## src/rtl/dagcau_pkg.sv

```systemverilog
// Package with shared types, operation codes and a bit-reversal helper of the circular address update unit.
`default_nettype none

package dagcau_pkg;

    localparam int WORD_W = 32;
    localparam int KIND_W = 2;

    typedef logic [WORD_W-1:0] t_word;
    typedef logic [KIND_W-1:0] t_kind;

    localparam t_kind KIND_CIRC_ADD = 2'd0;
    localparam t_kind KIND_CIRC_SUB = 2'd1;
    localparam t_kind KIND_BREV_ADD = 2'd2;

    function automatic t_word bit_reverse(input t_word value);
        t_word result;
        for (int k = 0; k < WORD_W; k++) begin
            result[k] = value[WORD_W-1-k];
        end
        return result;
    endfunction

endpackage

`default_nettype wire

```

## src/rtl/dagcau_update.sv

```systemverilog
// Combinational pointer update for circular add, circular subtract and bit-reversed add.
`default_nettype none

module dagcau_update (
    input  wire dagcau_pkg::t_kind i_kind,
    input  wire dagcau_pkg::t_word i_index_ptr,
    input  wire dagcau_pkg::t_word i_buf_length,
    input  wire dagcau_pkg::t_word i_buf_base,
    input  wire dagcau_pkg::t_word i_modifier,
    output dagcau_pkg::t_word      o_new_index
);
    import dagcau_pkg::*;

    logic [WORD_W:0] add_sum;
    logic [WORD_W:0] sub_sum;
    logic [WORD_W:0] lb_sum;
    t_word           neg_mod;
    t_word           add_s32;
    t_word           sub_s32;
    t_word           lb32;
    t_word           add_wrapped;
    t_word           sub_wrapped;
    t_word           add_result;
    t_word           sub_result;
    t_word           brev_result;
    logic            add_lt_base;
    logic            add_lt_lb;
    logic            sub_lt_base;
    logic            sub_lt_lb;
    logic            sub_c1;

    assign add_sum = {1'b0, i_index_ptr} + {1'b0, i_modifier};
    assign neg_mod = ~i_modifier + t_word'(1);
    assign sub_sum = {1'b0, i_index_ptr} + {1'b0, neg_mod};
    assign lb_sum  = {1'b0, i_buf_length} + {1'b0, i_buf_base};

    assign add_s32 = add_sum[WORD_W-1:0];
    assign sub_s32 = sub_sum[WORD_W-1:0];
    assign lb32    = lb_sum[WORD_W-1:0];

    assign add_lt_base = add_s32 < i_buf_base;
    assign add_lt_lb   = add_s32 < lb32;
    assign sub_lt_base = sub_s32 < i_buf_base;
    assign sub_lt_lb   = sub_s32 < lb32;

    assign sub_c1 = i_index_ptr[WORD_W-1] & sub_sum[WORD_W];

    always_comb begin
        if (i_modifier[WORD_W-1]) begin
            add_wrapped = add_s32 + i_buf_length;
            if (i_index_ptr[WORD_W-1] || add_sum[WORD_W]) begin
                add_result = add_lt_base ? add_wrapped : add_s32;
            end else begin
                add_result = add_lt_base ? add_s32 : add_wrapped;
            end
        end else begin
            add_wrapped = add_s32 - i_buf_length;
            if (add_sum[WORD_W] == lb_sum[WORD_W]) begin
                add_result = add_lt_lb ? add_s32 : add_wrapped;
            end else begin
                add_result = add_lt_lb ? add_wrapped : add_s32;
            end
        end
    end

    always_comb begin
        if (i_modifier[WORD_W-1]) begin
            sub_wrapped = sub_s32 - i_buf_length;
            if (sub_c1 == lb_sum[WORD_W]) begin
                sub_result = sub_lt_lb ? sub_s32 : sub_wrapped;
            end else begin
                sub_result = sub_lt_lb ? sub_wrapped : sub_s32;
            end
        end else begin
            sub_wrapped = sub_s32 + i_buf_length;
            // A zero modifier behaves as if the sum had carried out.
            if ((i_modifier == '0) || sub_sum[WORD_W]) begin
                sub_result = sub_lt_base ? sub_wrapped : sub_s32;
            end else begin
                sub_result = sub_lt_base ? sub_s32 : sub_wrapped;
            end
        end
    end

    assign brev_result = bit_reverse(bit_reverse(i_index_ptr) + bit_reverse(i_modifier));

    always_comb begin
        unique case (i_kind)
            KIND_CIRC_ADD: o_new_index = add_result;
            KIND_CIRC_SUB: o_new_index = sub_result;
            KIND_BREV_ADD: o_new_index = brev_result;
            default:       o_new_index = i_index_ptr;
        endcase
    end

endmodule

`default_nettype wire

```

## src/rtl/dag_circular_address_update.sv

```systemverilog
// Top level of the circular and bit-reversed address update unit.
// A transaction is offered by raising start with the operation kind, the index
// pointer, the buffer length, the buffer base and the modifier on their ports.
// It is taken at the rising edge where start is high and busy is low; busy is
// always low, so a new transaction can be taken on every clock cycle.
// The operands go into an input register, one pass of combinational logic
// computes the new pointer, and the result register drives o_new_index with
// o_valid high for exactly one cycle.
// Throughput is one transaction per cycle, with a single combinational pass of
// adders and compares between the two registers.
// The receiver cannot stall: every result is taken in the cycle it is shown.
// A synchronous active-low reset clears both valid flags, so no result is
// shown after reset until a new transaction has been taken. The operand and
// result data registers are not reset.
`default_nettype none

module dag_circular_address_update (
    input  wire                    i_clk,
    input  wire                    i_rst_n,
    input  wire                    start,
    output logic                   busy,
    input  wire dagcau_pkg::t_kind i_kind,
    input  wire dagcau_pkg::t_word i_index_ptr,
    input  wire dagcau_pkg::t_word i_buf_length,
    input  wire dagcau_pkg::t_word i_buf_base,
    input  wire dagcau_pkg::t_word i_modifier,
    output logic                   o_valid,
    output dagcau_pkg::t_word      o_new_index
);
    import dagcau_pkg::*;

    logic  r_in_valid;
    t_kind r_kind;
    t_word r_index_ptr;
    t_word r_buf_length;
    t_word r_buf_base;
    t_word r_modifier;
    logic  r_out_valid;
    t_word r_new_index;
    t_word n_new_index;

    assign busy = 1'b0;

    always_ff @(posedge i_clk) begin
        if (!i_rst_n) begin
            r_in_valid  <= 1'b0;
            r_out_valid <= 1'b0;
        end else begin
            r_in_valid  <= start && !busy;
            r_out_valid <= r_in_valid;
        end
    end

    always_ff @(posedge i_clk) begin
        if (start && !busy) begin
            r_kind       <= i_kind;
            r_index_ptr  <= i_index_ptr;
            r_buf_length <= i_buf_length;
            r_buf_base   <= i_buf_base;
            r_modifier   <= i_modifier;
        end
        if (r_in_valid) begin
            r_new_index <= n_new_index;
        end
    end

    dagcau_update u_update (
        .i_kind       (r_kind),
        .i_index_ptr  (r_index_ptr),
        .i_buf_length (r_buf_length),
        .i_buf_base   (r_buf_base),
        .i_modifier   (r_modifier),
        .o_new_index  (n_new_index)
    );

    assign o_valid     = r_out_valid;
    assign o_new_index = r_new_index;

endmodule

`default_nettype wire

```

## config.mk

```make
export PLATFORM = sky130hd
export DESIGN_NAME = dag_circular_address_update
export DESIGN_NICKNAME = d
export VERILOG_FILES = /design/src/rtl/dagcau_pkg.sv /design/src/rtl/dagcau_update.sv /design/src/rtl/dag_circular_address_update.sv
export SDC_FILE = /design/constraint.sdc
export NUM_CORES = 1
export LEC_CHECK = 0
export BUFFER_PORTS_ARGS = -buffer_cell sky130_fd_sc_hd__buf_2
export CORE_MARGIN = 1
export CORE_UTILIZATION = 46
export DETAILED_ROUTE_END_ITERATION = 8
export PLACE_DENSITY_LB_ADDON = 0.15
export SYNTH_ARGS = -nofsm -noshare
export SYNTH_HDL_FRONTEND = slang
export SYNTH_HIERARCHICAL = 1
export SYNTH_SLANG_ARGS = --single-unit
```

## constraint.sdc

```tcl
create_clock -name i_clk -period 8 [get_ports i_clk]
set_clock_uncertainty 0.1 [all_clocks]
set_input_delay 0.4 -clock i_clk [delete_from_list [all_inputs] [get_ports i_clk]]
set_output_delay 0.4 -clock i_clk [all_outputs]
set_load 0.01 [all_outputs]
```

==> results of run 1 <==
flip-flops by register name, indices dropped and copies added, names as in the netlist:
name,cells
o_new_index,32
r_modifier,32
o_valid,1
r_buf_length,32
r_index_ptr,32
r_kind,2
r_in_valid,1
r_buf_base,32
what timing repair did:
| item | in CTS | in global routing |
|---|---|---|
| hold buffers | 131 | 0 |
| endpoints found under the setup margin | 2 | 32 |
| gates resized for setup | 1 | 16 |
| setup buffers | 0 | 3 |
| pin swaps | 0 | 2 |
| endpoints found under the hold margin | 132 | 0 |
worst max path at each step:
| stage | end |
|---|---|
| 6_report | o_new_index[28]$_DFFE_PP_ |
| 5_1_grt | o_new_index[28]$_DFFE_PP_ |
| 4_1_cts | o_new_index[28]$_DFFE_PP_ |
| 3_5_place_dp | o_new_index[7]$_DFFE_PP_ |
| 3_3_place_gp | o_new_index[28]$_DFFE_PP_ |
| 2_1_floorplan | o_new_index[19]$_DFFE_PP_ |
synthesized netlist by cell type, types with 14 or more instances:
cell type	n	share of area
edfxtp_1	162	0.21
mux2i_1	53	0.023
a21o_1	91	0.030
and3_1	16	0.0044
o21a_1	31	0.010
o22ai_1	14	0.0039
o31ai_1	31	0.010
nor4_1	27	0.0074
or3_1	21	0.0058
nor3_1	58	0.013
nand2_1	156	0.026
a21oi_1	289	0.064
nand2b_1	38	0.010
a31oi_1	25	0.0069
inv_1	165	0.027
nor2_1	215	0.036
o21bai_1	47	0.016
o211ai_1	32	0.011
nor2b_1	32	0.0088
and2_1	15	0.0041
xor2_1	75	0.029
xnor2_1	167	0.064
clkbuf_1	94	0.016
ha_1	346	0.19
o21ai_0	169	0.037
nand3_1	45	0.0099
nand4_1	32	0.0088
a211oi_1	47	0.016
metal layers:
layer  global-route usage  vias to the layer above
met5                    0                        -
met4                0.138                        0
met3               0.0329                      151
met2                0.564                      648
met1                0.373                    10500
li1                     -                    10700
stage by stage:
step | total power [mW] | setup slack, ns | instances
floorplan | 5.10 | 0.699 | 2725
global placement | 6.83 | 0.208 | 3533
detailed placement | 6.90 | -0.00144 | 3533
CTS | 7.88 | 0.0291 | 3696
global route | 8.52 | -0.0648 | 3699
finish | 7.94 | 0.294 | 3699
where the power goes:
part / internal [mW] / total [mW] / switching [mW]
combinational: 2.41 / 5.90 / 3.48
clock: 0.469 / 0.889 / 0.420
sequential: 1.07 / 1.15 / 0.0889
final cells by class:
type / instances / area, µm²
Clock inverter: 14 / 171
Inverter: 166 / 623
Multi-Input combinational cell: 2284 / 16800
Tap cell: 664 / 831
Clock buffer: 18 / 429
Sequential cell: 164 / 4900
Fill cell: 4671 / 22100
Timing Repair Buffer: 389 / 2900
cell families after synthesis:
group | Yosys count | share of synthesized area
buf+inv | 277 | 0.0473
other cells | 1 | 0.000165
xor+xnor | 244 | 0.0950
compound gates | 914 | 0.258
simple gates | 703 | 0.151
fa+ha+maj | 354 | 0.198
flops | 164 | 0.216
mux | 68 | 0.0348
layout by cell type, fill, tap and decap left out, drive strengths merged, types with 91 or more instances in the layout:
| cell | synthesis | layout |
|---|---|---|
| xnor2 | 168 | 168 |
| a21oi | 289 | 289 |
| buf | 17 | 258 |
| nor2 | 215 | 215 |
| a21o | 91 | 91 |
| o21ai | 175 | 175 |
| inv | 165 | 169 |
| ha | 346 | 346 |
| edfxtp | 162 | 162 |
| nand2 | 156 | 156 |
| dlygate4sd3 | 0 | 131 |
==> impl_metrics.json, run 1 <==
{
  "status": "completed",
  "cp_slowest_cell": "or4_4",
  "dr_wl_met3_um": 2910,
  "synth.avg_cell_area_um2": 8.34,
  "fin_crit_sh": 0.963,
  "cpPeakStageDelay_ns": 0.56,
  "hpwlAfterDp_um": 64200,
  "period_minus_slack_ns": 7.71,
  "synthFlopType": "edfxtp_1",
  "cpMostUsedCell": "or3_1",
  "grt_pass1_vias": 21200,
  "critPathBufInv": 1,
  "netlist_instances": 2725,
  "diodes": 0,
  "utilization": 0.547,
  "routed_via_density": 5.96,
  "r2r_slack_ns": 0.29,
  "hold_end": "r_modifier[0]$_DFFE_PP_",
  "yosys_warnings": 6,
  "clk_pin_slew_ns": 0.08,
  "htree_levels": 4,
  "setup_viol": 0,
  "finalHoldViolCount": 0,
  "fin_hold_ws_ns": 0.307,
  "maxSlewHeadroom": 0.140,
  "tritoncts": "done",
  "start_kind": "flop",
  "clk_latency_ns": 0.50,
  "antenna_found_initial": 1,
  "initial_core_util": 0.465,
  "pwr_density_cell_nw_per_um2": 297,
  "areaGrowthSynthToFinish_pct": 17.6,
  "coreArea_um2": 48800,
  "first_iter_violations": 1527,
  "wl_um": 79200,
  "dpl_cell_area_um2": 24700,
  "clock_sinks": 164,
  "ys_seq_area_frac": 0.216,
  "fp.dieH_um": 224,
  "async_reset_ff_frac": 0,
  "ctsLongestPathBuffers": 2,
  "cts_root_buffer": "clkbuf_16",
  "grt_pass1_wl_um": 120000,
  "synth_area_um2": 22700,
  "slew_violations": 0,
  "vias": 22100,
  "detail-route-antenna-nets": 0,
  "hold_start": "start",
  "drt_pass1_iterations": 8,
  "num_rows": 81,
  "post_drt_wl_per_cell_um": 21.4,
  "synth_seq_cells": 164,
  "r2r-end": "o_new_index[28]$_DFFE_PP_",
  "synth_edf_count": 162,
  "endpoint_kind": "flop",
  "ios": 167,
  "die-area_um2": 50300,
  "hold_class": "in2reg",
  "grt_usage": 0.313,
  "cp.arrival_ns": 7.83,
  "grt_max_degree": 69,
  "cp_max_fo": 7,
  "r2r_cells": 26,
  "peakVddDrop_v": 0.000181,
  "required_ns": 8.12,
  "max_cap_viol_count": 0,
  "clock.fmax_ghz": 0.130,
  "top_layer_used": "met4",
  "route.met2.wl_um": 39900,
  "die_x_um": 224,
  "hold_depth": 1,
  "drc_errors": 0,
  "crit_start": "r_modifier[5]$_DFFE_PP_",
  "final_area_um2": 26700,
  "synth.distinct_cells": 87,
  "globalRouteOverflowTotal": 0,
  "worst_pin_slew_ns": 1.29,
  "power_leakage_nw": 11.6,
  "wl_met1_um": 32900,
  "critical-path-top-delay-family": "simple AND/OR/NAND/NOR gates",
  "setup_tns_ns": 0,
  "synth_nets": 3212,
  "io_buffer_count": 165,
  "numCtsBuffers": 17,
  "cp.depth": 26,
  "final_nets": 3509,
  "critPathKind": "reg2reg",
  "drive_above_1_share": 0.115,
  "place_congestion": 0.929,
  "rr_startpoint": "r_modifier[5]$_DFFE_PP_"
}
(Power assumes the default switching activity.)
==> inputs of run 2 (changes only) <==
--- a/config.mk
+++ b/config.mk
@@ -7,7 +7,7 @@
 export LEC_CHECK = 0
 export BUFFER_PORTS_ARGS = -buffer_cell sky130_fd_sc_hd__buf_2
 export CORE_MARGIN = 1
-export CORE_UTILIZATION = 46
+export CORE_UTILIZATION = 30
 export DETAILED_ROUTE_END_ITERATION = 8
 export PLACE_DENSITY_LB_ADDON = 0.15
 export SYNTH_ARGS = -nofsm -noshare
==> constraint.sdc (replaced) <==
create_clock -name i_clk -period 8 [get_ports i_clk]
set_clock_uncertainty 0.1 [all_clocks]
set_input_delay 0.4 -clock i_clk [delete_from_list [all_inputs] [get_ports i_clk]]
set_output_delay 0.4 -clock i_clk [all_outputs]
set_load 0.05 [all_outputs]
==> run 2 against run 1 <==
  * Clock-buffer cell count grew 3
  * Global-route usage shrank 9.1 points
  * Via count shrank 0.93%
  * Total power grew 2.2%
  * Fmax grew 0.93%
  * Routed wire length grew 9.3%
  * Worst hold slack lost 0.26 ns
  * Sequential share of layout area shrank 0.25 points
  * Largest power group unchanged
==> impl_metrics.json, run 2 (same netlist as run 1, synthesis figures left out) <==
{
  "clock.fmax_ghz": 0.131,
  "finalHoldViolCount": 0,
  "max_cap_viol_count": 0,
  "slew_violations": 0,
  "wl_um": 86500,
  "peakVddDrop_v": 0.000193,
  "clock_sinks": 164,
  "final_common_cell": "ha_1",
  "critPathKind": "reg2reg",
  "cpMostUsedCell": "or3_1",
  "detail-route-antenna-nets": 0,
  "clk_latency_ns": 0.48,
  "critPathBufInv": 3,
  "power_leakage_nw": 11.6,
  "diodes": 0,
  "endpoint_kind": "flop",
  "place_congestion": 0.940,
  "final_nets": 3518,
  "post_drt_wl_per_cell_um": 21.6,
  "ctsLongestPathBuffers": 2,
  "start_kind": "flop",
  "grt_pass1_wl_um": 130000,
  "grt_usage": 0.222,
  "maxSlewHeadroom": 0.275,
  "die_x_um": 277,
  "num_rows": 100,
  "drive_above_1_share": 0.117,
  "pwr_density_cell_nw_per_um2": 300,
  "ios": 167,
  "fin_crit_sh": 0.954,
  "drc_errors": 0,
  "grt_pass1_vias": 21700,
  "cp.arrival_ns": 7.86,
  "cpPeakStageDelay_ns": 0.56,
  "cts_root_buffer": "clkbuf_16",
  "cp_slowest_cell": "or4_4",
  "die-area_um2": 76800,
  "coreArea_um2": 74700,
  "htree_levels": 4,
  "fp.dieH_um": 277,
  "hold_class": "in2reg",
  "power_mw": 8.11,
  "setup_tns_ns": 0,
  "nFillCells": 7877,
  "globalRouteOverflowTotal": 0,
  "areaGrowthSynthToFinish_pct": 19.2,
  "numCtsBuffers": 17,
  "final_cell_mix": "345 x ha_1, 289 x a21oi_1, 215 x nor2_1, 169 x o21ai_0",
  "vias": 21900,
  "setup_viol": 0,
  "initial_core_util": 0.304,
  "grt_max_degree": 74,
  "worst_pin_slew_ns": 1.08,
  "drt_pass1_iterations": 5,
  "rsz0062_at_grt": "no",
  "tritoncts": "done",
  "antenna_found_initial": 0,
  "period_minus_slack_ns": 7.64,
  "status": "completed",
  "cp_max_fo": 22,
  "hpwlAfterDp_um": 71800,
  "required_ns": 8.22,
  "io_buffer_count": 165,
  "first_iter_violations": 1492,
  "routed_via_density": 5.45,
  "critical-path-top-delay-family": "simple AND/OR/NAND/NOR gates",
  "clk_pin_slew_ns": 0.07
}
run 2: cell count changes in the layout (fill, tap and decap cells not counted), sizes merged:
cell | before | now
buf | 258 | 268
clkbuf | 18 | 21
bufinv | 2 | 0
clkinv | 8 | 6
clkinvlp | 1 | 2
dlygate4sd3 | 131 | 130
run 2: final timing paths:
check	startpoint	endpoint	slack [ns]	cells past startpoint
worst min register to register	r_index_ptr[11]$_DFFE_PP_	o_new_index[11]$_DFFE_PP_	0.66	2
worst max register to register	r_modifier[12]$_DFFE_PP_	o_new_index[6]$_DFFE_PP_	0.36	28
worst max-delay path	r_modifier[12]$_DFFE_PP_	o_new_index[6]$_DFFE_PP_	0.36	28
worst min-delay path	i_rst_n	o_valid$_SDFF_PN0_	0.05	2
run 2: what timing repair did:
item                       in CTS  in global routing
hold buffers                  130                  0
setup buffers                   0                  1
setup endpoints to repair       0                 32
hold endpoints to repair      130                  0
gates resized for setup         0                 12
run 2: layout make-up:
type	instances	area (µm²)	share of cell area
inverter	166	623	0.0230
clock inverter	11	95.1	0.00351
multi-input combinational	2284	16800	0.621
tap	969	1210	0.0448
clock buffer	21	470	0.0174
timing repair buffer	398	2960	0.109
sequential	164	4910	0.181
run 2: metrics by stage:
step | setup WS, ns | utilization | instance area (µm²) | hold WS, ns | instances
after floorplan | 0.699 | - | 22700 | 0.399 | 2725
after global placement | 0.263 | 0.337 | 25200 | 0.477 | 3850
after detailed placement | 0.161 | 0.337 | 25200 | 0.478 | 3850
after CTS | 0.125 | 0.362 | 27000 | 0.00848 | 4012
after global routing | 0.00941 | 0.363 | 27100 | 0.0193 | 4013
final | 0.365 | 0.363 | 27100 | 0.0455 | 4013
run 2: worst reg2reg max path, delay by kind of cell, from the launching register on:
family,cells,cell delay (ns)
fa+ha+maj,2,0.68
xor+xnor,2,0.52
buf+inv,3,0.60
compound gates,8,1.12
simple gates,12,3.50
mux,1,0.50
flops,1,0.46
run 2: layer usage:
| metal | wire length (µm) | GRT usage | part of all wire |
|---|---|---|---|
| met1 | 35800 | 0.261 | 0.41 |
| met5 | 0 | 0 | 0 |
| met3 | 3100 | 0.0268 | 0.036 |
| met4 | 3410 | 0.0902 | 0.039 |
| met2 | 44200 | 0.406 | 0.51 |
run 2: power by group:
part | internal (mW) | switching [mW] | total [mW]
sequential | 1.07 | 0.0981 | 1.16
clock | 0.430 | 0.413 | 0.843
combinational | 2.45 | 3.65 | 6.11
